<file path="config.mk">
export PLATFORM = sky130hd
export DESIGN_NAME = multi_channel_watchdog_table_unit_flat
export DESIGN_NICKNAME = d
export VERILOG_FILES = /design/src/rtl/core/mwdt_pkg.sv /design/src/rtl/core/mwdt_if.sv /design/src/rtl/core/mwdt_table.sv /design/src/rtl/core/multi_channel_watchdog_table_unit.sv /design/src/flat_wrapper.sv
export SDC_FILE = /design/constraint.sdc
export NUM_CORES = 2
export LEC_CHECK = 0
export BUFFER_PORTS_ARGS = -buffer_cell sky130_fd_sc_hd__buf_2
export CAP_MARGIN = 20
export CORE_MARGIN = 1.5
export CORE_UTILIZATION = 45
export DETAILED_ROUTE_END_ITERATION = 10
export PLACE_DENSITY = 0.56
export SYNTH_ARGS = -nofsm -noshare
export SYNTH_HDL_FRONTEND = slang
export SYNTH_HIERARCHICAL = 1
export SYNTH_SLANG_ARGS = --single-unit
</file>
<file path="constraint.sdc">
create_clock -name clk -period 13.77 [get_ports clk]
set_input_delay 1.377 -clock clk [delete_from_list [all_inputs] [get_ports clk]]
set_output_delay 1.377 -clock clk [all_outputs]
set_load 0.02 [all_outputs]
</file>
<file path="src/rtl/core/mwdt_pkg.sv">
// Package for the multi-channel watchdog table: field widths, command and
// result codes, register indexes, table entry and sequencer types.
// No dependencies.
`timescale 1ns / 1ps

package mwdt_pkg;

    localparam int MODE_W   = 2;
    localparam int CHAN_W   = 8;
    localparam int OWNER_W  = 32;
    localparam int RELOAD_W = 32;
    localparam int KIND_W   = 2;
    localparam int CHOUT_W  = 6;
    localparam int CFG_IDX_W  = 1;
    localparam int CFG_DATA_W = 1;

    // Command codes
    localparam logic [MODE_W-1:0] MODE_REGISTER   = 2'd0;
    localparam logic [MODE_W-1:0] MODE_UNREGISTER = 2'd1;
    localparam logic [MODE_W-1:0] MODE_KICK       = 2'd2;
    localparam logic [MODE_W-1:0] MODE_TICK       = 2'd3;

    // Result kinds
    localparam logic [KIND_W-1:0] KIND_DONE    = 2'd0;
    localparam logic [KIND_W-1:0] KIND_PING    = 2'd1;
    localparam logic [KIND_W-1:0] KIND_TIMEOUT = 2'd2;
    localparam logic [KIND_W-1:0] KIND_END     = 2'd3;

    // Configuration register indexes
    localparam logic [CFG_IDX_W-1:0] CFG_ENABLE   = 1'd0;
    localparam logic [CFG_IDX_W-1:0] CFG_SUPPRESS = 1'd1;

    // One channel slot
    typedef struct packed {
        logic [OWNER_W-1:0]  owner;
        logic [RELOAD_W-1:0] reload_val;
        logic [RELOAD_W-1:0] countdown;
    } entry_t;

    // Write request into the channel table
    typedef struct packed {
        logic   en;
        logic   valid;
        entry_t data;
    } tbl_wr_t;

    // Sequencer states
    typedef enum logic [4:0] {
        S_IDLE = 5'b00001,
        S_CMD  = 5'b00010,
        S_RD   = 5'b00100,
        S_EV   = 5'b01000,
        S_END  = 5'b10000
    } state_t;

endpackage

</file>
<file path="src/rtl/core/mwdt_if.sv">
// Valid/ready channel interfaces for the watchdog table: command in, result out.
// Depends on mwdt_pkg.
`timescale 1ns / 1ps

interface mwdt_cmd_if;
    logic                            valid;
    logic                            ready;
    logic [mwdt_pkg::MODE_W-1:0]     mode;
    logic [mwdt_pkg::CHAN_W-1:0]     channel;
    logic [mwdt_pkg::OWNER_W-1:0]    owner_id;
    logic [mwdt_pkg::RELOAD_W-1:0]   reload;

    modport source (output valid, mode, channel, owner_id, reload, input ready);
    modport sink   (input valid, mode, channel, owner_id, reload, output ready);
endinterface

interface mwdt_res_if;
    logic                            valid;
    logic                            ready;
    logic [mwdt_pkg::KIND_W-1:0]     kind;
    logic [mwdt_pkg::CHOUT_W-1:0]    channel_out;
    logic [mwdt_pkg::OWNER_W-1:0]    owner_out;
    logic                            bad_index;
    logic                            reboot;
    logic                            last;

    modport source (output valid, kind, channel_out, owner_out, bad_index, reboot, last,
                    input ready);
    modport sink   (input valid, kind, channel_out, owner_out, bad_index, reboot, last,
                    output ready);
endinterface

</file>
<file path="src/rtl/core/mwdt_table.sv">
// Channel table storage: one memory of slots with a registered read port and
// per-slot valid bits cleared at reset. Depends on mwdt_pkg.
`timescale 1ns / 1ps

module mwdt_table #(
    parameter int NUM_CHANNELS = 16,
    parameter int ADDR_W       = 4
) (
    input  logic                  clk,
    input  logic                  rst_n,
    input  logic [ADDR_W-1:0]     wr_addr,
    input  mwdt_pkg::tbl_wr_t     wr,
    input  logic                  rd_en,
    input  logic [ADDR_W-1:0]     rd_addr,
    output mwdt_pkg::entry_t      rd_data
);

    mwdt_pkg::entry_t mem [NUM_CHANNELS];
    logic [NUM_CHANNELS-1:0] valid_reg;
    mwdt_pkg::entry_t rd_q_reg;
    logic rd_valid_reg;

    // Slot memory, registered read
    always_ff @(posedge clk)
    begin
        if (wr.en)
        begin
            mem[wr_addr] <= wr.data;
        end
        if (rd_en)
        begin
            rd_q_reg <= mem[rd_addr];
        end
    end

    // Valid bits: a slot never written since reset reads as all zero
    always_ff @(posedge clk or negedge rst_n)
    begin
        if (!rst_n)
        begin
            valid_reg    <= '0;
            rd_valid_reg <= 1'b0;
        end
        else
        begin
            if (wr.en)
            begin
                valid_reg[wr_addr] <= wr.valid;
            end
            if (rd_en)
            begin
                rd_valid_reg <= valid_reg[rd_addr];
            end
        end
    end

    assign rd_data = rd_valid_reg ? rd_q_reg : '0;

endmodule

</file>
<file path="src/rtl/core/multi_channel_watchdog_table_unit.sv">
// Multi-channel watchdog table: top level with command sequencer, config
// registers and result register. Depends on mwdt_pkg, mwdt_if, mwdt_table.
`timescale 1ns / 1ps
//
// Usage:
//   cmd    (sink)   : register, unregister, kick or tick commands.
//   result (source) : done / ping / timeout / sweep-end results, last marks the
//                     final result of a command.
//   cfg_we/cfg_index/cfg_data: write enable and tick-suppress-reboot bits;
//   write only while the block is idle.
// Sequence: register, unregister, a disabled tick and a bad index give their
// done result from the decode state, then the block returns to idle and takes
// the next command; a kick reads the slot, then writes it back with its result.
// An enabled tick walks every slot through the shared table read port and
// decrement unit, reading and then evaluating each slot in turn, and ends
// with the sweep-end result. One command is in flight at a time; cmd.ready is
// high only in the idle state, and the result register lets the next command
// be taken while the last result still waits.
// Reset: all slots read as empty, enable = 1, suppress_reboot = 0, no result.
// Stall: a held result stops the sequencer where it has a result to give, until the result transfer.
//
module multi_channel_watchdog_table_unit #(
    parameter int NUM_CHANNELS = 16
) (
    input  logic                                clk,
    input  logic                                rst_n,
    input  logic                                cfg_we,
    input  logic [mwdt_pkg::CFG_IDX_W-1:0]      cfg_index,
    input  logic [mwdt_pkg::CFG_DATA_W-1:0]     cfg_data,
    mwdt_cmd_if.sink                            cmd,
    mwdt_res_if.source                          result
);

    localparam int ADDR_W = (NUM_CHANNELS > 1) ? $clog2(NUM_CHANNELS) : 1;
    localparam logic [ADDR_W-1:0] LAST_IDX = ADDR_W'(NUM_CHANNELS - 1);
    localparam logic [mwdt_pkg::CHAN_W-1:0] NUM_CH_C = mwdt_pkg::CHAN_W'(NUM_CHANNELS);

    mwdt_pkg::state_t state_reg, state_next;
    logic [ADDR_W-1:0] idx_reg, idx_next;
    logic timed_reg, timed_next;
    logic enable_reg, suppress_reg;

    // Latched command payload
    logic [mwdt_pkg::MODE_W-1:0]   mode_reg;
    logic [mwdt_pkg::CHAN_W-1:0]   chan_reg;
    logic [mwdt_pkg::OWNER_W-1:0]  owner_reg;
    logic [mwdt_pkg::RELOAD_W-1:0] reload_reg;

    // Result register
    logic                           out_valid_reg;
    logic [mwdt_pkg::KIND_W-1:0]    kind_reg;
    logic [mwdt_pkg::CHOUT_W-1:0]   chout_reg;
    logic [mwdt_pkg::OWNER_W-1:0]   owner_out_reg;
    logic                           bad_reg, reboot_reg, last_reg;

    // Sequencer outputs
    logic                           emit;
    logic [mwdt_pkg::KIND_W-1:0]    e_kind;
    logic [mwdt_pkg::CHOUT_W-1:0]   e_chan;
    logic [mwdt_pkg::OWNER_W-1:0]   e_owner;
    logic                           e_bad, e_reboot, e_last;
    logic                           out_free, in_range, visit, cmd_xfer;
    logic [ADDR_W-1:0]              wr_addr, rd_addr;
    logic                           rd_en;
    mwdt_pkg::tbl_wr_t              wr;
    mwdt_pkg::entry_t               entry;

    mwdt_table #(
        .NUM_CHANNELS (NUM_CHANNELS),
        .ADDR_W       (ADDR_W)
    ) u_table (
        .clk     (clk),
        .rst_n   (rst_n),
        .wr_addr (wr_addr),
        .wr      (wr),
        .rd_en   (rd_en),
        .rd_addr (rd_addr),
        .rd_data (entry)
    );

    assign cmd.ready = (state_reg == mwdt_pkg::S_IDLE);
    assign cmd_xfer  = cmd.valid && cmd.ready;
    assign out_free  = !out_valid_reg || result.ready;
    assign in_range  = (chan_reg < NUM_CH_C);
    assign visit     = (entry.owner != '0) && (entry.reload_val != '0);
    assign rd_addr   = idx_reg;

    // Sequencer: decode, table read, evaluate/write back, sweep end
    always_comb
    begin
        state_next = state_reg;
        idx_next   = idx_reg;
        timed_next = timed_reg;
        emit       = 1'b0;
        e_kind     = mwdt_pkg::KIND_DONE;
        e_chan     = '0;
        e_owner    = '0;
        e_bad      = 1'b0;
        e_reboot   = 1'b0;
        e_last     = 1'b0;
        rd_en      = 1'b0;
        wr_addr    = idx_reg;
        wr         = '0;
        case (state_reg)
            mwdt_pkg::S_IDLE:
            begin
                if (cmd_xfer)
                begin
                    if (cmd.mode == mwdt_pkg::MODE_TICK && enable_reg)
                    begin
                        idx_next   = '0;
                        timed_next = 1'b0;
                        state_next = mwdt_pkg::S_RD;
                    end
                    else
                    begin
                        state_next = mwdt_pkg::S_CMD;
                    end
                end
            end
            mwdt_pkg::S_CMD:
            begin
                wr_addr = chan_reg[ADDR_W-1:0];
                if (mode_reg == mwdt_pkg::MODE_KICK && in_range)
                begin
                    idx_next   = chan_reg[ADDR_W-1:0];
                    state_next = mwdt_pkg::S_RD;
                end
                else if (out_free)
                begin
                    emit   = 1'b1;
                    e_last = 1'b1;
                    if (mode_reg != mwdt_pkg::MODE_TICK)
                    begin
                        e_bad = !in_range;
                        if (in_range)
                        begin
                            e_chan = chan_reg[mwdt_pkg::CHOUT_W-1:0];
                            wr.en  = 1'b1;
                            if (mode_reg == mwdt_pkg::MODE_REGISTER)
                            begin
                                wr.valid           = 1'b1;
                                wr.data.owner      = owner_reg;
                                wr.data.reload_val = reload_reg;
                                wr.data.countdown  = reload_reg;
                            end
                        end
                    end
                    state_next = mwdt_pkg::S_IDLE;
                end
            end
            mwdt_pkg::S_RD:
            begin
                rd_en      = 1'b1;
                state_next = mwdt_pkg::S_EV;
            end
            mwdt_pkg::S_EV:
            begin
                if (mode_reg == mwdt_pkg::MODE_KICK)
                begin
                    if (out_free)
                    begin
                        wr.en             = 1'b1;
                        wr.valid          = 1'b1;
                        wr.data           = entry;
                        wr.data.countdown = entry.reload_val;
                        emit              = 1'b1;
                        e_last            = 1'b1;
                        e_chan            = mwdt_pkg::CHOUT_W'(idx_reg);
                        state_next        = mwdt_pkg::S_IDLE;
                    end
                end
                else if (!visit || out_free)
                begin
                    if (visit)
                    begin
                        emit    = 1'b1;
                        e_chan  = mwdt_pkg::CHOUT_W'(idx_reg);
                        e_owner = entry.owner;
                        if (entry.countdown == '0)
                        begin
                            e_kind     = mwdt_pkg::KIND_TIMEOUT;
                            timed_next = 1'b1;
                        end
                        else
                        begin
                            e_kind            = mwdt_pkg::KIND_PING;
                            wr.en             = 1'b1;
                            wr.valid          = 1'b1;
                            wr.data           = entry;
                            wr.data.countdown = entry.countdown - 1'b1;
                        end
                    end
                    if (idx_reg == LAST_IDX)
                    begin
                        state_next = mwdt_pkg::S_END;
                    end
                    else
                    begin
                        idx_next   = idx_reg + 1'b1;
                        state_next = mwdt_pkg::S_RD;
                    end
                end
            end
            mwdt_pkg::S_END:
            begin
                if (out_free)
                begin
                    emit       = 1'b1;
                    e_kind     = mwdt_pkg::KIND_END;
                    e_reboot   = timed_reg && !suppress_reg;
                    e_last     = 1'b1;
                    state_next = mwdt_pkg::S_IDLE;
                end
            end
            default:
            begin
                state_next = mwdt_pkg::S_IDLE;
            end
        endcase
    end

    // Control state and config registers
    always_ff @(posedge clk or negedge rst_n)
    begin
        if (!rst_n)
        begin
            state_reg     <= mwdt_pkg::S_IDLE;
            idx_reg       <= '0;
            timed_reg     <= 1'b0;
            enable_reg    <= 1'b1;
            suppress_reg  <= 1'b0;
            out_valid_reg <= 1'b0;
        end
        else
        begin
            state_reg <= state_next;
            idx_reg   <= idx_next;
            timed_reg <= timed_next;
            if (cfg_we)
            begin
                case (cfg_index)
                    mwdt_pkg::CFG_ENABLE:   enable_reg   <= cfg_data[0];
                    mwdt_pkg::CFG_SUPPRESS: suppress_reg <= cfg_data[0];
                    default:                ;
                endcase
            end
            if (emit)
            begin
                out_valid_reg <= 1'b1;
            end
            else if (result.ready)
            begin
                out_valid_reg <= 1'b0;
            end
        end
    end

    // Payload capture
    always_ff @(posedge clk)
    begin
        if (cmd_xfer)
        begin
            mode_reg   <= cmd.mode;
            chan_reg   <= cmd.channel;
            owner_reg  <= cmd.owner_id;
            reload_reg <= cmd.reload;
        end
        if (emit)
        begin
            kind_reg      <= e_kind;
            chout_reg     <= e_chan;
            owner_out_reg <= e_owner;
            bad_reg       <= e_bad;
            reboot_reg    <= e_reboot;
            last_reg      <= e_last;
        end
    end

    assign result.valid       = out_valid_reg;
    assign result.kind        = kind_reg;
    assign result.channel_out = chout_reg;
    assign result.owner_out   = owner_out_reg;
    assign result.bad_index   = bad_reg;
    assign result.reboot      = reboot_reg;
    assign result.last        = last_reg;

endmodule

</file>
<file path="src/flat_wrapper.sv">
// flat-port wrapper written by rule: the top's interface ports become plain ports
module multi_channel_watchdog_table_unit_flat 
#(
    parameter int NUM_CHANNELS = 16
)
  (clk, rst_n, cfg_we, cfg_index, cfg_data, cmd_valid, cmd_mode, cmd_channel, cmd_owner_id, cmd_reload, cmd_ready, result_valid, result_kind, result_channel_out, result_owner_out, result_bad_index, result_reboot, result_last, result_ready);
  mwdt_cmd_if cmd_i ();
  mwdt_res_if result_i ();
  input  logic clk;
  input  logic rst_n;
  input  logic cfg_we;
  input  logic [mwdt_pkg::CFG_IDX_W-1:0] cfg_index;
  input  logic [mwdt_pkg::CFG_DATA_W-1:0] cfg_data;
  input wire logic [$bits(cmd_i.valid)-1:0] cmd_valid;
  input wire logic [$bits(cmd_i.mode)-1:0] cmd_mode;
  input wire logic [$bits(cmd_i.channel)-1:0] cmd_channel;
  input wire logic [$bits(cmd_i.owner_id)-1:0] cmd_owner_id;
  input wire logic [$bits(cmd_i.reload)-1:0] cmd_reload;
  output wire logic [$bits(cmd_i.ready)-1:0] cmd_ready;
  output wire logic [$bits(result_i.valid)-1:0] result_valid;
  output wire logic [$bits(result_i.kind)-1:0] result_kind;
  output wire logic [$bits(result_i.channel_out)-1:0] result_channel_out;
  output wire logic [$bits(result_i.owner_out)-1:0] result_owner_out;
  output wire logic [$bits(result_i.bad_index)-1:0] result_bad_index;
  output wire logic [$bits(result_i.reboot)-1:0] result_reboot;
  output wire logic [$bits(result_i.last)-1:0] result_last;
  input wire logic [$bits(result_i.ready)-1:0] result_ready;
  assign cmd_i.valid = cmd_valid;
  assign cmd_i.mode = cmd_mode;
  assign cmd_i.channel = cmd_channel;
  assign cmd_i.owner_id = cmd_owner_id;
  assign cmd_i.reload = cmd_reload;
  assign cmd_ready = cmd_i.ready;
  assign result_valid = result_i.valid;
  assign result_kind = result_i.kind;
  assign result_channel_out = result_i.channel_out;
  assign result_owner_out = result_i.owner_out;
  assign result_bad_index = result_i.bad_index;
  assign result_reboot = result_i.reboot;
  assign result_last = result_i.last;
  assign result_i.ready = result_ready;
  multi_channel_watchdog_table_unit #(.NUM_CHANNELS(NUM_CHANNELS)) u_core (.clk(clk), .rst_n(rst_n), .cfg_we(cfg_we), .cfg_index(cfg_index), .cfg_data(cfg_data), .cmd(cmd_i), .result(result_i));
endmodule
</file>
Yosys cells after proc, flatten, opt, wreduce, memory -nomap -nowiden
Memories as Yosys holds them, arrays and structs flattened. A register that Yosys moved wholly into a read port is not among the register bits.
Index checks and enable logic that the tools add are counted.
{"block": "totals", "reg_bits": 147, "mem_bits_rw": 1536, "input_bits": 81, "word_cells": 145, "memories": 1}
{"memory": "u_core.u_table.mem", "depth": 16, "width": 96, "rd": 1, "rd_ports_with_merged_regs": 1, "wr": 1, "line_no": "mwdt_table.sv:18", "rtl": "mwdt_pkg::entry_t mem [NUM_CHANNELS];"}
{"block": "classes", "add_sub_neg": 2, "magnitude_cmp": 4, "eq_ne": 18, "muxes": 68, "bitwise_logic": 7, "n_reduce_logical": 27}
{"op": "98-bit two-way mux", "n": 9}
{"op": "98-bit case mux with 2 select lines", "n": 1}
{"op": "97-bit two-way mux", "n": 1}
{"op": "96-bit two-way mux", "n": 1}
{"op": "32-bit nonzero test", "n": 2}
{"op": "4-bit two-way mux", "n": 9}
{"op": "6-bit two-way mux", "n": 6}
{"op": "32-bit zero test", "n": 1}
{"op": "32-bit by 1-bit subtractor with 32-bit output, second input constant", "n": 1}
{"op": "5-bit two-way mux", "n": 6}
{"op": "5-bit case mux with 5 select lines", "n": 1}
{"op": "1-bit two-way mux", "n": 19}
{"op": "16-bit bitwise mux", "n": 1}
{"op": "7-bit AND reduction", "n": 2}
{"op": "4-bit case mux with 3 select lines", "n": 1}
{"op": "6-bit case mux with 2 select lines", "n": 1}
{"op": "4-bit by 5-bit < comparator with 1-bit output, second input constant", "n": 2}
{"op": "2-bit two-way mux", "n": 5}
{"op": "2-bit inequality test, second input constant", "n": 5}
{"op": "8-bit by 5-bit < comparator with 1-bit output, second input constant", "n": 1}
{"op": "2-bit by 1-bit inequality test with 1-bit output, second input constant", "n": 4}
{"op": "2-bit AND reduction", "n": 4}
{"op": "4-bit OR reduction", "n": 2}
{"op": "1-bit inverter", "n": 7}
{"op": "other kinds (22)", "n": 34}

Logic depth before layout (Yosys ltp)
{"block": "depth", "depth_word": 10, "depth_mapped": 15}

Cells and area by module
Netlist, hierarchy kept.
{"mod": "mwdt_table", "n_inst": 1, "cells_each": 2391, "area_per_inst_um2": 61894.4}
{"mod": "multi_channel_watchdog_table_unit", "n_inst": 1, "cells_each": 589, "area_per_inst_um2": 6901.6}

Worst setup path before layout
No wires, ideal clock.
{"block": "synth_path", "kind": "reg2reg", "startpoint": "register u_core.state_reg[1]", "endpoint": "register u_core.u_table.rd_valid_reg", "arrival_ns": 12.155, "path_slack_ns": 1.499, "stages_incl_launch_ff": 5, "path_buffers": 1, "synth_period_minus_slack_ns": 12.271, "path_cell_list": "dfrtp_1 > clkbuf_1 > or2_2 > nor4b_1 > mux2_2"}
{"block": "synth_between", "elab_chain_cells": 2}
{"element": "start, declared", "line_no": "multi_channel_watchdog_table_unit.sv:38", "rtl": "mwdt_pkg::state_t state_reg, state_next;"}
{"element": "start signal, assigned", "line_no": "multi_channel_watchdog_table_unit.sv:228", "rtl": "state_reg <= mwdt_pkg::S_IDLE;"}
{"element": "start signal, assigned", "line_no": "multi_channel_watchdog_table_unit.sv:237", "rtl": "state_reg <= state_next;"}
{"element": "5-bit by 3-bit == test with 1-bit output", "line_no": "multi_channel_watchdog_table_unit.sv:104", "rtl": "case (state_reg)"}
{"element": "1-bit two-way mux", "line_no": "multi_channel_watchdog_table_unit.sv:104"}
{"element": "via u_core.rd_en", "line_no": "multi_channel_watchdog_table_unit.sv:64", "rtl": "logic rd_en;"}
{"element": "end signal, assigned", "line_no": "mwdt_table.sv:52", "rtl": "rd_valid_reg <= valid_reg[rd_addr];"}
{"element": "end, declared", "line_no": "mwdt_table.sv:21", "rtl": "logic rd_valid_reg;"}
The timed path passes the listed nets, and every way through them passes these cells.
A chain may end at the register's enable or synchronous reset.

==> metrics.txt <==
sequential power share between 50% and 60%; first-pass GRT wire length 241 mm; CTS tree built; fin cells around 5400; Logic pwr share 6.5%; Worst Path Max Fanout 97; outcome completed; Mapped Area between 0.06 and 0.07 mm2; Post-Route WL 166 mm; total clock sinks 1779; # Max-Cap Violations 0; Final Critical Period 6.20 ns; Sum Neg Setup Slack 0 ns; Inst Count DP 5087; Internal 8.97 mW; final RePlAce weighted congestion 0.850; critical path arrival 6.62 ns; H-tree depth 4; Max clock buf depth 3; yosys warns 6; Post-route DRC 0; pin count of the biggest net entering global routing roughly 160; asr flop ratio synth 1.69%; ranking of synthesized cells by area edfxtp_1 (76%), mux4_2 (16%), and2_1 (1.2%); vias in the first global route 33535; die area 0.155 mm2; CP Launch Type flop; Core ar. 0.152 mm2; FP Rows 143; Buffers on Ports 125; count leader, synth edfxtp_1; worst ir drop on vdd 0.000125 V; Multi-input gate area between 0.01 and 0.015 mm2; # nets final 3330; Post-CTS Hold Buffers 0; ANT nets after route 0; Final period util 45.0%; Pre-antenna DRT Iters 6; detailed-placement wirelength estimate 93.7 mm; cell taking the most area after synthesis edfxtp_1; Yosys cell types 60; clock share of power 40.7%; # fillers 11787; CTS resizes 0; Worst-path clk slew around 0.060 ns; I/O pins around 130; flops & latches, synth between 1500 and 2000; count of pins over their slew limit 0; Yosys top cell area share 76.3%; Compound-Gate Fraction of Synth Area 1.85%; root buffer cell clkbuf_16; Net Sw Frac a little under a quarter; Post-synth top cells edfxtp_1 (1749), mux4_2 (484), and2_1 (132), clkbuf_1 (69), a22o_1 (51); FMAX 0.161 GHz; flip-flop and latch area ~0.053 mm2; total CTS buffers 179; Worst Setup End Kind flop; Initial Util 45.3%; P_leak 20.2 nW; final setup fails 0; Syn-to-layout area delta 13.5%; Setup CP Type flop to flop; initial antenna violation count 9; Max-Slew Margin vs Limit 20.2%; vias per cell 5.97; Die Wd 394 um; Worst Path Required 14.20 ns; mux cell area share after synthesis 16.3%; unrepaired setup endpoints after global routing no; worst skew pair latency just over 0.8 ns; n_diodes 0; Hold Crit Class flop to flop; die height 394 um; net switching power ~2.6 mW; share of cells above drive strength 1 31.3%; number of flip-flops in the largest register between 1500 and 2000; gr usage total 21.5%; Simple-Gate Fraction of Synth Area 2.60%; Mapped Avg Cell Area 23.1 um2; setup repair bufs after CTS 0; grt total ovfl 0; number of synthesized flops with an enable pin between 1500 and 2000; Max Clock Skew about 0.066 ns; post-synthesis sequential area ratio 77.4%; Post-Synthesis Cells between 2000 and 3000; final hold violation count 0; Most used DFF post-synth edfxtp_1; synthesized-area fraction occupied by adder cells 0.0364%; Iteration-0 DRC Markers 3337; Power per Cell Area 149 mW/mm2; post-synthesis xor/xnor area fraction 0.344%; WL/cell 30.6 um; largest family of logic cells by synthesized area multiplexers; Worst Tran Pin Value between 1 and 1.5 ns; via count 32364
-- power groups by stage --
stage	clock, mW	sequential, mW	combinational (mW)
after global placement	0	6.23	0.764
after detailed placement	0	6.23	0.773
after global routing	5.03	6.12	0.806
after floorplan	0	6.15	0.574
final	4.72	6.11	0.756
after CTS	4.82	6.12	0.775
-- layer usage --
layer  wire [um]  vias to the layer above  part of all wire (%)  global-route usage (%)
met2       79300                     1286                    48                    34.0
li1            -                    13209                     -                       -
met1       72100                    17649                    43                    31.6
met3       11500                      218                   6.9                    3.77
met4        2980                        2                   1.8                    5.07
met5          13                        -                0.0078                       0
-- worst paths after layout --
kind	start	to	slack, ns	cells after the start
worst max-delay path	u_core/u_table/rd_valid_reg	u_core/u_table/mem[7][48]	7.57	13
worst min-delay path	u_core/timed_reg	u_core/timed_reg	0.49	1
worst max register to register	u_core/u_table/rd_valid_reg	u_core/u_table/mem[7][48]	7.57	13
worst min register to register	u_core/timed_reg	u_core/timed_reg	0.49	1
max in group asynchronous	rst_n	u_core/idx_reg[3]	12.37	1
min in group asynchronous	rst_n	u_core/u_table/valid_reg[0]	0.72	1
-- cell usage in the layout (no fill, tap or decap), types with 9 or more instances in the layout --
master     synthesis  routed
nor3_1            17      12
inv_1             26      25
nor2_1            37      24
xnor2_1           11      11
buf_2             26     128
dfrtp_1           28      23
nor4_1            22      21
mux2_2            22      22
bufinv_16          0      13
clkbuf_16          0     180
inv_6              0       9
buf_4             30     104
nand2_1           20      20
nor2_4             0      12
o21ai_0           34      31
nand3_1           11      11
and2_1           132     132
nand4_1           12      12
clkbuf_1          69      32
o31ai_1           23      16
mux4_2           484     484
clkinv_2           0      39
a22o_1            51      51
clkinv_1           0      39
edfxtp_1        1749    1749
a22oi_1           26      26
a21oi_1           12      11
xor2_1            16      16
-- cells by family after synthesis --
family	count (synthesis)
AO/OA/AOI/OAI	173
XOR/XNOR	27
adder cells (fa/ha/maj)	2
buffers and inverters	185
flip-flops	1779
multiplexers	513
other	1
AND/OR/NAND/NOR	300
-- layout make-up --
| cell class | count | area share (%) |
|---|---|---|
| clock buffers | 216 | 5.99 |
| clock inverters | 113 | 1.31 |
| inverters | 26 | 0.128 |
| multi-input cells | 1017 | 18.9 |
| flip-flops and latches | 1779 | 68.3 |
| well taps | 2030 | 3.25 |
| repair buffers | 244 | 2.17 |
-- stage by stage --
stage | hold slack (ns) | utilization, % | area (um2) | total power [mW] | worst slack, ns
final | 0.488 | 51.4 | 78100 | 11.6 | 7.57
after global routing | 0.521 | 51.4 | 78100 | 12.0 | 7.27
after CTS | 0.493 | 51.3 | 77900 | 11.7 | 7.54
after detailed placement | 0.483 | 47.6 | 72200 | 7.00 | 7.33
after global placement | 0.468 | 47.4 | 72100 | 6.99 | 7.48
after floorplan | 0.452 | - | 68800 | 6.72 | 1.50
-- worst max-delay path, stage by stage, from the launching register on --
cell,delay [ns]
dfrtp_4,1.07
and2_1,0.32
inv_1,0.07
ha_1,0.23
or4b_2,0.25
nor2_1,0.10
and4_1,0.22
buf_4,0.24
o31ai_4,0.30
or2_2,0.23
nand3b_1,0.28
nor2_4,0.88
buf_4,0.92
buf_4,0.60
Power figures use the tool's default switching activity.
